### src/rtl/ptd_pkg.sv
// Shared constants, types and reset table for the periodic task dispatcher.
package ptd_pkg;

  localparam int TASK_COUNT   = 4;
  localparam int MAX_TASKS    = 4;
  localparam int ACTIVE_TASKS = (TASK_COUNT < MAX_TASKS) ? TASK_COUNT : MAX_TASKS;
  localparam int TIME_W       = 32;
  localparam int TASK_W       = 2;
  localparam int CFG_IDX_W    = 8;

  localparam logic [CFG_IDX_W-1:0] REG_PERIOD_TASK0 = CFG_IDX_W'(0);

  typedef struct packed {
    logic              taken;
    logic [TIME_W-1:0] now;
  } link_t;

  typedef struct packed {
    logic missed;
    logic grant;
  } status_t;

  function automatic logic [TIME_W-1:0] reset_period(input logic [TASK_W-1:0] id);
    logic [TIME_W-1:0] p;
    case (id)
      2'd0:    p = TIME_W'(100);
      2'd1:    p = TIME_W'(500);
      2'd2:    p = TIME_W'(1000);
      2'd3:    p = TIME_W'(1000);
      default: p = TIME_W'(1000);
    endcase
    return p;
  endfunction

endpackage

### src/rtl/ptd_tick_if.sv
// Tick channel carrying the current time.
interface ptd_tick_if;
  logic                      valid;
  logic                      ready;
  logic [ptd_pkg::TIME_W-1:0] now_ms;

  modport source (output valid, output now_ms, input ready);
  modport sink   (input valid, input now_ms, output ready);
endinterface

### src/rtl/ptd_result_if.sv
// Result channel carrying the dispatch decision of one tick.
interface ptd_result_if;
  logic                       valid;
  logic                       ready;
  logic                       dispatched;
  logic [ptd_pkg::TASK_W-1:0] task_index;
  logic [ptd_pkg::MAX_TASKS-1:0] missed_mask;

  modport source (output valid, output dispatched, output task_index,
                  output missed_mask, input ready);
  modport sink   (input valid, input dispatched, input task_index,
                  input missed_mask, output ready);
endinterface

### src/rtl/ptd_cfg_if.sv
// Configuration write channel for the task periods.
interface ptd_cfg_if;
  logic                          valid;
  logic                          ready;
  logic [ptd_pkg::CFG_IDX_W-1:0] index;
  logic [ptd_pkg::TIME_W-1:0]    data;

  modport source (output valid, output index, output data, input ready);
  modport sink   (input valid, input index, input data, output ready);
endinterface

### src/rtl/periodic_task_dispatcher_top.sv
// Top level: row of task cells feeding a registered result stage.
// The result of an accepted tick is registered in the output register in the cycle after it is accepted.
// Throughput: one tick per cycle while the result is not stalled; the cell row is combinational.
// A tick is taken whenever the output register is empty or drains that cycle.
// Reset (synchronous): periods return to 100/500/1000/1000, start times and
// deadlines clear, the output register empties.
module periodic_task_dispatcher_top (
  input logic          clk,
  input logic          rst,
  ptd_tick_if.sink     tick,
  ptd_result_if.source result,
  ptd_cfg_if.sink      cfg
);

  ptd_pkg::link_t   link   [0:ptd_pkg::ACTIVE_TASKS];
  ptd_pkg::status_t status [0:ptd_pkg::MAX_TASKS-1];

  logic                          accept;
  logic                          any_grant;
  logic [ptd_pkg::TASK_W-1:0]    index_next;
  logic [ptd_pkg::MAX_TASKS-1:0] missed_next;
  logic [ptd_pkg::MAX_TASKS-1:0] grant_vec;

  assign cfg.ready  = 1'b1;
  assign tick.ready = !result.valid || result.ready;
  assign accept     = tick.valid && tick.ready;

  assign link[0].taken = 1'b0;
  assign link[0].now   = tick.now_ms;

  for (genvar i = 0; i < ptd_pkg::MAX_TASKS; i++) begin : g_cell
    if (i < ptd_pkg::ACTIVE_TASKS) begin : g_on
      ptd_cell u_cell (
        .clk      (clk),
        .rst      (rst),
        .cell_id  (ptd_pkg::TASK_W'(i)),
        .cfg_we   (cfg.valid && (cfg.index ==
                   ptd_pkg::REG_PERIOD_TASK0 + ptd_pkg::CFG_IDX_W'(i))),
        .cfg_data (cfg.data),
        .accept   (accept),
        .link_in  (link[i]),
        .link_out (link[i+1]),
        .status   (status[i])
      );
    end else begin : g_off
      assign status[i] = '0;
    end
  end

  always_comb begin
    index_next = '0;
    for (int i = 0; i < ptd_pkg::MAX_TASKS; i++) begin
      grant_vec[i]   = status[i].grant;
      missed_next[i] = status[i].missed;
      if (status[i].grant) begin
        index_next = index_next | ptd_pkg::TASK_W'(i);
      end
    end
    any_grant = |grant_vec;
  end

  always_ff @(posedge clk) begin
    if (rst) begin
      result.valid <= 1'b0;
    end else if (accept) begin
      result.valid <= 1'b1;
    end else if (result.ready) begin
      result.valid <= 1'b0;
    end
  end

  always_ff @(posedge clk) begin
    if (accept) begin
      result.dispatched  <= any_grant;
      result.task_index  <= index_next;
      result.missed_mask <= missed_next;
    end
  end

`ifndef SYNTHESIS
  a_one_grant: assert property (@(posedge clk) disable iff (rst) $onehot0(grant_vec))
    else $error("more than one task granted in a tick");

  a_result_follows: assert property (@(posedge clk) disable iff (rst)
    accept |=> result.valid)
    else $error("accepted tick produced no result");

  a_idle_index: assert property (@(posedge clk) disable iff (rst)
    (accept && !any_grant) |=> (!result.dispatched && result.task_index == '0))
    else $error("idle tick reported a task index");

  a_no_drop: assert property (@(posedge clk) disable iff (rst)
    (result.valid && !result.ready) |-> !tick.ready)
    else $error("tick taken while result stalled");
`endif

endmodule

### src/rtl/ptd_cell.sv
// One task cell: period, last start and deadline, with priority pass-through.
module ptd_cell (
  input  logic                       clk,
  input  logic                       rst,
  input  logic [ptd_pkg::TASK_W-1:0] cell_id,
  input  logic                       cfg_we,
  input  logic [ptd_pkg::TIME_W-1:0] cfg_data,
  input  logic                       accept,
  input  ptd_pkg::link_t             link_in,
  output ptd_pkg::link_t             link_out,
  output ptd_pkg::status_t           status
);

  logic [ptd_pkg::TIME_W-1:0] period;
  logic [ptd_pkg::TIME_W-1:0] last_start;
  logic [ptd_pkg::TIME_W-1:0] deadline;
  logic [ptd_pkg::TIME_W-1:0] elapsed;
  logic                       due;

  always_comb begin
    elapsed        = link_in.now - last_start;
    due            = (elapsed >= period);
    status.grant   = due && !link_in.taken;
    status.missed  = (deadline != '0) && (link_in.now > deadline);
    link_out.taken = link_in.taken || due;
    link_out.now   = link_in.now;
  end

  always_ff @(posedge clk) begin
    if (rst) begin
      period     <= ptd_pkg::reset_period(cell_id);
      last_start <= '0;
      deadline   <= '0;
    end else begin
      if (cfg_we) begin
        period <= cfg_data;
      end
      if (accept && status.grant) begin
        last_start <= link_in.now;
        deadline   <= link_in.now + period;
      end
    end
  end

endmodule

### src/flat_wrapper.sv
// flat-port wrapper written by rule: the top's interface ports become plain ports
module periodic_task_dispatcher_top_flat 
  (clk, rst, tick_valid, tick_now_ms, tick_ready, result_valid, result_dispatched, result_task_index, result_missed_mask, result_ready, cfg_valid, cfg_index, cfg_data, cfg_ready);
  ptd_tick_if tick_i ();
  ptd_result_if result_i ();
  ptd_cfg_if cfg_i ();
  input logic clk;
  input logic rst;
  input wire logic [$bits(tick_i.valid)-1:0] tick_valid;
  input wire logic [$bits(tick_i.now_ms)-1:0] tick_now_ms;
  output wire logic [$bits(tick_i.ready)-1:0] tick_ready;
  output wire logic [$bits(result_i.valid)-1:0] result_valid;
  output wire logic [$bits(result_i.dispatched)-1:0] result_dispatched;
  output wire logic [$bits(result_i.task_index)-1:0] result_task_index;
  output wire logic [$bits(result_i.missed_mask)-1:0] result_missed_mask;
  input wire logic [$bits(result_i.ready)-1:0] result_ready;
  input wire logic [$bits(cfg_i.valid)-1:0] cfg_valid;
  input wire logic [$bits(cfg_i.index)-1:0] cfg_index;
  input wire logic [$bits(cfg_i.data)-1:0] cfg_data;
  output wire logic [$bits(cfg_i.ready)-1:0] cfg_ready;
  assign tick_i.valid = tick_valid;
  assign tick_i.now_ms = tick_now_ms;
  assign tick_ready = tick_i.ready;
  assign result_valid = result_i.valid;
  assign result_dispatched = result_i.dispatched;
  assign result_task_index = result_i.task_index;
  assign result_missed_mask = result_i.missed_mask;
  assign result_i.ready = result_ready;
  assign cfg_i.valid = cfg_valid;
  assign cfg_i.index = cfg_index;
  assign cfg_i.data = cfg_data;
  assign cfg_ready = cfg_i.ready;
  periodic_task_dispatcher_top u_core (.clk(clk), .rst(rst), .tick(tick_i), .result(result_i), .cfg(cfg_i));
endmodule
### config.mk
export PLATFORM = sky130hd
export DESIGN_NAME = periodic_task_dispatcher_top_flat
export DESIGN_NICKNAME = d
export VERILOG_FILES = /design/src/rtl/ptd_pkg.sv /design/src/rtl/ptd_tick_if.sv /design/src/rtl/ptd_result_if.sv /design/src/rtl/ptd_cfg_if.sv /design/src/rtl/periodic_task_dispatcher_top.sv /design/src/rtl/ptd_cell.sv /design/src/flat_wrapper.sv
export SDC_FILE = /design/constraint.sdc
export NUM_CORES = 2
export LEC_CHECK = 0
export BUFFER_PORTS_ARGS = -buffer_cell sky130_fd_sc_hd__buf_4
export CORE_MARGIN = 2
export CORE_UTILIZATION = 30
export DETAILED_ROUTE_END_ITERATION = 12
export PLACE_DENSITY = 0.55
export SLEW_MARGIN = 20
export SYNTH_ARGS = -nofsm -noshare
export SYNTH_HDL_FRONTEND = slang
export SYNTH_SLANG_ARGS = --single-unit
### constraint.sdc
create_clock -name clk -period 19.6 [get_ports clk]
set_input_delay 3.92 -clock clk [delete_from_list [all_inputs] [get_ports clk]]
set_output_delay 3.92 -clock clk [all_outputs]
set_load 0.005 [all_outputs]
==> results.md <==
- Cts hold-fix bufs: 0
- Post-Synthesis Cells: between 4000 and 5000
- Drc violations: 0
- Post-DR wirelength/cell: 18.3 µm
- GR Util All Layers: between 10% and 20%
- Adder-cell share of the synthesized area: about a fifth
- Final min period: between 10 and 15 ns
- H-Tree Depth: 2
- Hold depth: 2
- Syn. warnings: 0
- Pwr dens: 80.0 nW/µm²
- Initial cell density of the core: around 30%
- Final period utilization: roughly 55%
- Worst-Margin Slew: between 0.9 and 1 ns
- Largest net degree at the start of global routing: 73
- Post-synthesis simple-gate area fraction: between 10% and 20%
- Clock root cell: clkbuf_16
- Sum Neg Setup Slack: 0 ns
- Maximum clock frequency: 0.0921 GHz
- Clock Path Buffers: 3
- Antenna viol nets, final: 0
- # setup viols final: 0
- FILL cells: 11300
- Number of global-route vias before repair: roughly 27000
- Cell variety after synth: 77
- FP Rows: 120
- Gpl congestion: just under 0.9
- Main combinational cell family by area after synthesis: compound AO/OA/AOI/OAI gates
- GR Overflow Total: 0
- Post-synthesis compound-gate area fraction: 22.4%
- Count of port buffers added during placement: 85
- First-pass GRT wire length: roughly 160 mm
- Drt first pass iters: 5
- Maxcap violations: 0
- Post-Synth XOR/XNOR Area: between 5 and 6%
- Mapped Area: 32200 µm²
- Non-filler cells in the finished layout: 5715
- Post-synthesis sequential area ratio: between 20% and 30%
- Post-layout util: about a third
- Die Wd: 332 µm
- Area Growth Syn to Fin: 12.2%
- Synth top area cells: dfxtp_1 24%, ha_1 20%, a21oi_1 8.5%
- Leakage power: about 14 nW
- Via count: 29300
- Most frequent cells in the layout: 671 x nand2_1, 549 x a21oi_1, 504 x ha_1
- CTS buffer count: roughly 50
- Number of sinks on the clock net: ~390
- RSZ-0062 raised after global routing: false
- Gates resized, CTS repair: 0
- VDD IR max: around 64 µV
- Setup Fix Bufs, Post-CTS: 0
- Vias per cell: just over 5
- Seq cells post-synth: between 300 and 400
- Total design power: between 0.002 and 0.003 W
- Area taken by flip-flops and latches: slightly below 8000 µm²
- Most used DFF post-synth: dfxtp_1
- Kind of critical path: input port to register
- Synthesized Nets: a little under 5000
- Post-synth ARST share: 0%
- Clock skew: ~0.036 ns
- Clock transition at the registers of the reported paths: around 0.06 ns
- Kind of cell adding the most delay to the critical path: compound AO/OA/AOI/OAI gates
- CP max-delay cell: a2111oi_4
- Crit-path max cell delay: approximately 0.72 ns
- Required time worst endpoint: 20.15 ns
- Num ports: 87
- Most Frequent Cell on Critical Path: a21oi_1
- WP buf/inv: 4
- DP Cell Count: 5620
- Initial antenna violation count: 5
- Worst R2R Path Depth: 24
- Max FO, Critical Path: between 40 and 50
- Cell count along the critical path: 27
- Crit. End Element: register
- Fraction of layout cells with a size suffix above 1: under 10%
- Synth area leader: dfxtp_1
- Placed cell area: approximately 34000 µm²
- Final nets: 4859
- Routed wire length: roughly 100 mm
- Design Area, Final: 36100 µm²
- EDFF count, synth: 7
- Iteration-0 DRC Markers: 2257
- Most common cell after layout, fill and taps aside: nand2_1
- Core region area: about 110000 µm²
- Die ar.: 110000 µm²
- Die height: roughly 330 µm
- Synth top area share: 23.9%
- CTS tree: yes
- Worst Setup Start Kind: input port
- Status: complete, no violations
- Worst-Skew Late Latency: approximately 0.63 ns
- Max-Slew Margin vs Limit: 39.0%
- Final hold violations: 0
- Arrival @ worst endpoint: around 11 ns
- Ant. Diodes: 0
- Hpwl dp: a little under 80 mm
- Mux contribution to synthesized area: 1.78%
- Area of the multi-input gates: 22200 µm²
- Slew Viols, Final: 0
- Hold Path Class: register to register
- Synth Area per Inst: about 7.6 µm²
## Yosys cell counts (all sizes together) (51+ instances only)
cell type  number
a21o          168
a21oi         549
clkbuf        107
dfxtp         385
ha            504
inv           428
mux2i          56
nand2         674
nand2b         51
nand3          77
nand4          76
nor2          211
nor2b          61
o21a           66
o21ai         149
xnor2         153
xor2           59
## layer usage
layer  up-vias  wire length (µm)  global-route usage [%]
li1      14800                 -                       -
met1     13700             54200                    27.9
met2       653             42500                    27.3
met3       109              5850                    2.79
met4         6              2030                    3.97
met5         -                41                       0
## metrics by stage
stage	hold WS, ns	setup WS (ns)
6_report	0.449	8.74
5_1_grt	0.469	8.35
4_1_cts	0.453	8.89
3_5_place_dp	0.444	8.25
3_3_place_gp	0.439	8.35
2_1_floorplan	0.432	10.55
## state kept, by name, summed over array words and instances, names as in the netlist
register,flops
u_core.g_cell.g_on.u_cell.deadline,128
u_core.g_cell.g_on.u_cell.period,128
u_core.result.missed_mask,4
u_core.g_cell.g_on.u_cell.last_start,128
u_core.result.valid,1
u_core.result.dispatched,1
u_core.result.task_index,2
## kinds of logic (layout without fill, tap and decap cells)
group,count (synthesis),in the layout
XOR/XNOR,212,212
buffers and inverters,555,636
adder cells (fa/ha/maj),512,512
AO/OA/AOI/OAI,1170,1170
multiplexers,57,57
flip-flops,392,392
AND/OR/NAND/NOR,1332,1332
other,1,1
## path summary, 6_finish.rpt
check | startpoint | end | slack (ns)
setup / recovery | tick_now_ms[0] | u_core.g_cell[3].g_on.u_cell.deadline[10] | 8.74
hold / removal | u_core.g_cell[3].g_on.u_cell.last_start[14] | u_core.g_cell[3].g_on.u_cell.last_start[14] | 0.45
setup reg to reg | u_core.g_cell[1].g_on.u_cell.last_start[1] | u_core.g_cell[3].g_on.u_cell.deadline[10] | 12.20
hold reg to reg | u_core.g_cell[3].g_on.u_cell.last_start[14] | u_core.g_cell[3].g_on.u_cell.last_start[14] | 0.45
## power by group
group / switching, W / total, W / internal [W] / leakage (nW)
logic: 0.000578 / 0.000965 / 0.000387 / 10.1
clock network: 0.000406 / 0.00102 / 0.000615 / 0.901
registers: 0.0000416 / 0.000903 / 0.000861 / 3.18
## layout make-up
| cell class | instances | area share (%) |
|---|---|---|
| multi-input combinational | 3284 | 61.4 |
| sequential | 392 | 21.9 |
| tap | 1403 | 4.86 |
| inverter | 430 | 4.47 |
| clock buffer | 71 | 4.16 |
| timing repair buffer | 111 | 2.33 |
| clock inverter | 24 | 0.883 |
## worst reg2reg max path, cell delays in order, from the launching register on
cell and delay, ns:
dfxtp_1 0.33, inv_1 0.08, ha_1 0.26, nor2b_1 0.14, o31a_1 0.29, o311ai_0 0.72, a21oi_1 0.23, nor3_1 0.28
or3b_2 0.19, a31oi_1 0.17, a2111oi_0 0.49, o21bai_1 0.15, a21oi_1 0.19, xnor2_1 0.15, ha_1 0.29, nand4_1 0.15
or3_1 0.13, o21ai_0 0.13, a2111oi_4 0.69, nand2_2 0.17, o41ai_4 0.58, nand3_2 0.45, buf_4 0.47, or3_1 0.44
a21oi_1 0.15
No activity file was read; power rests on OpenSTA's default activity.
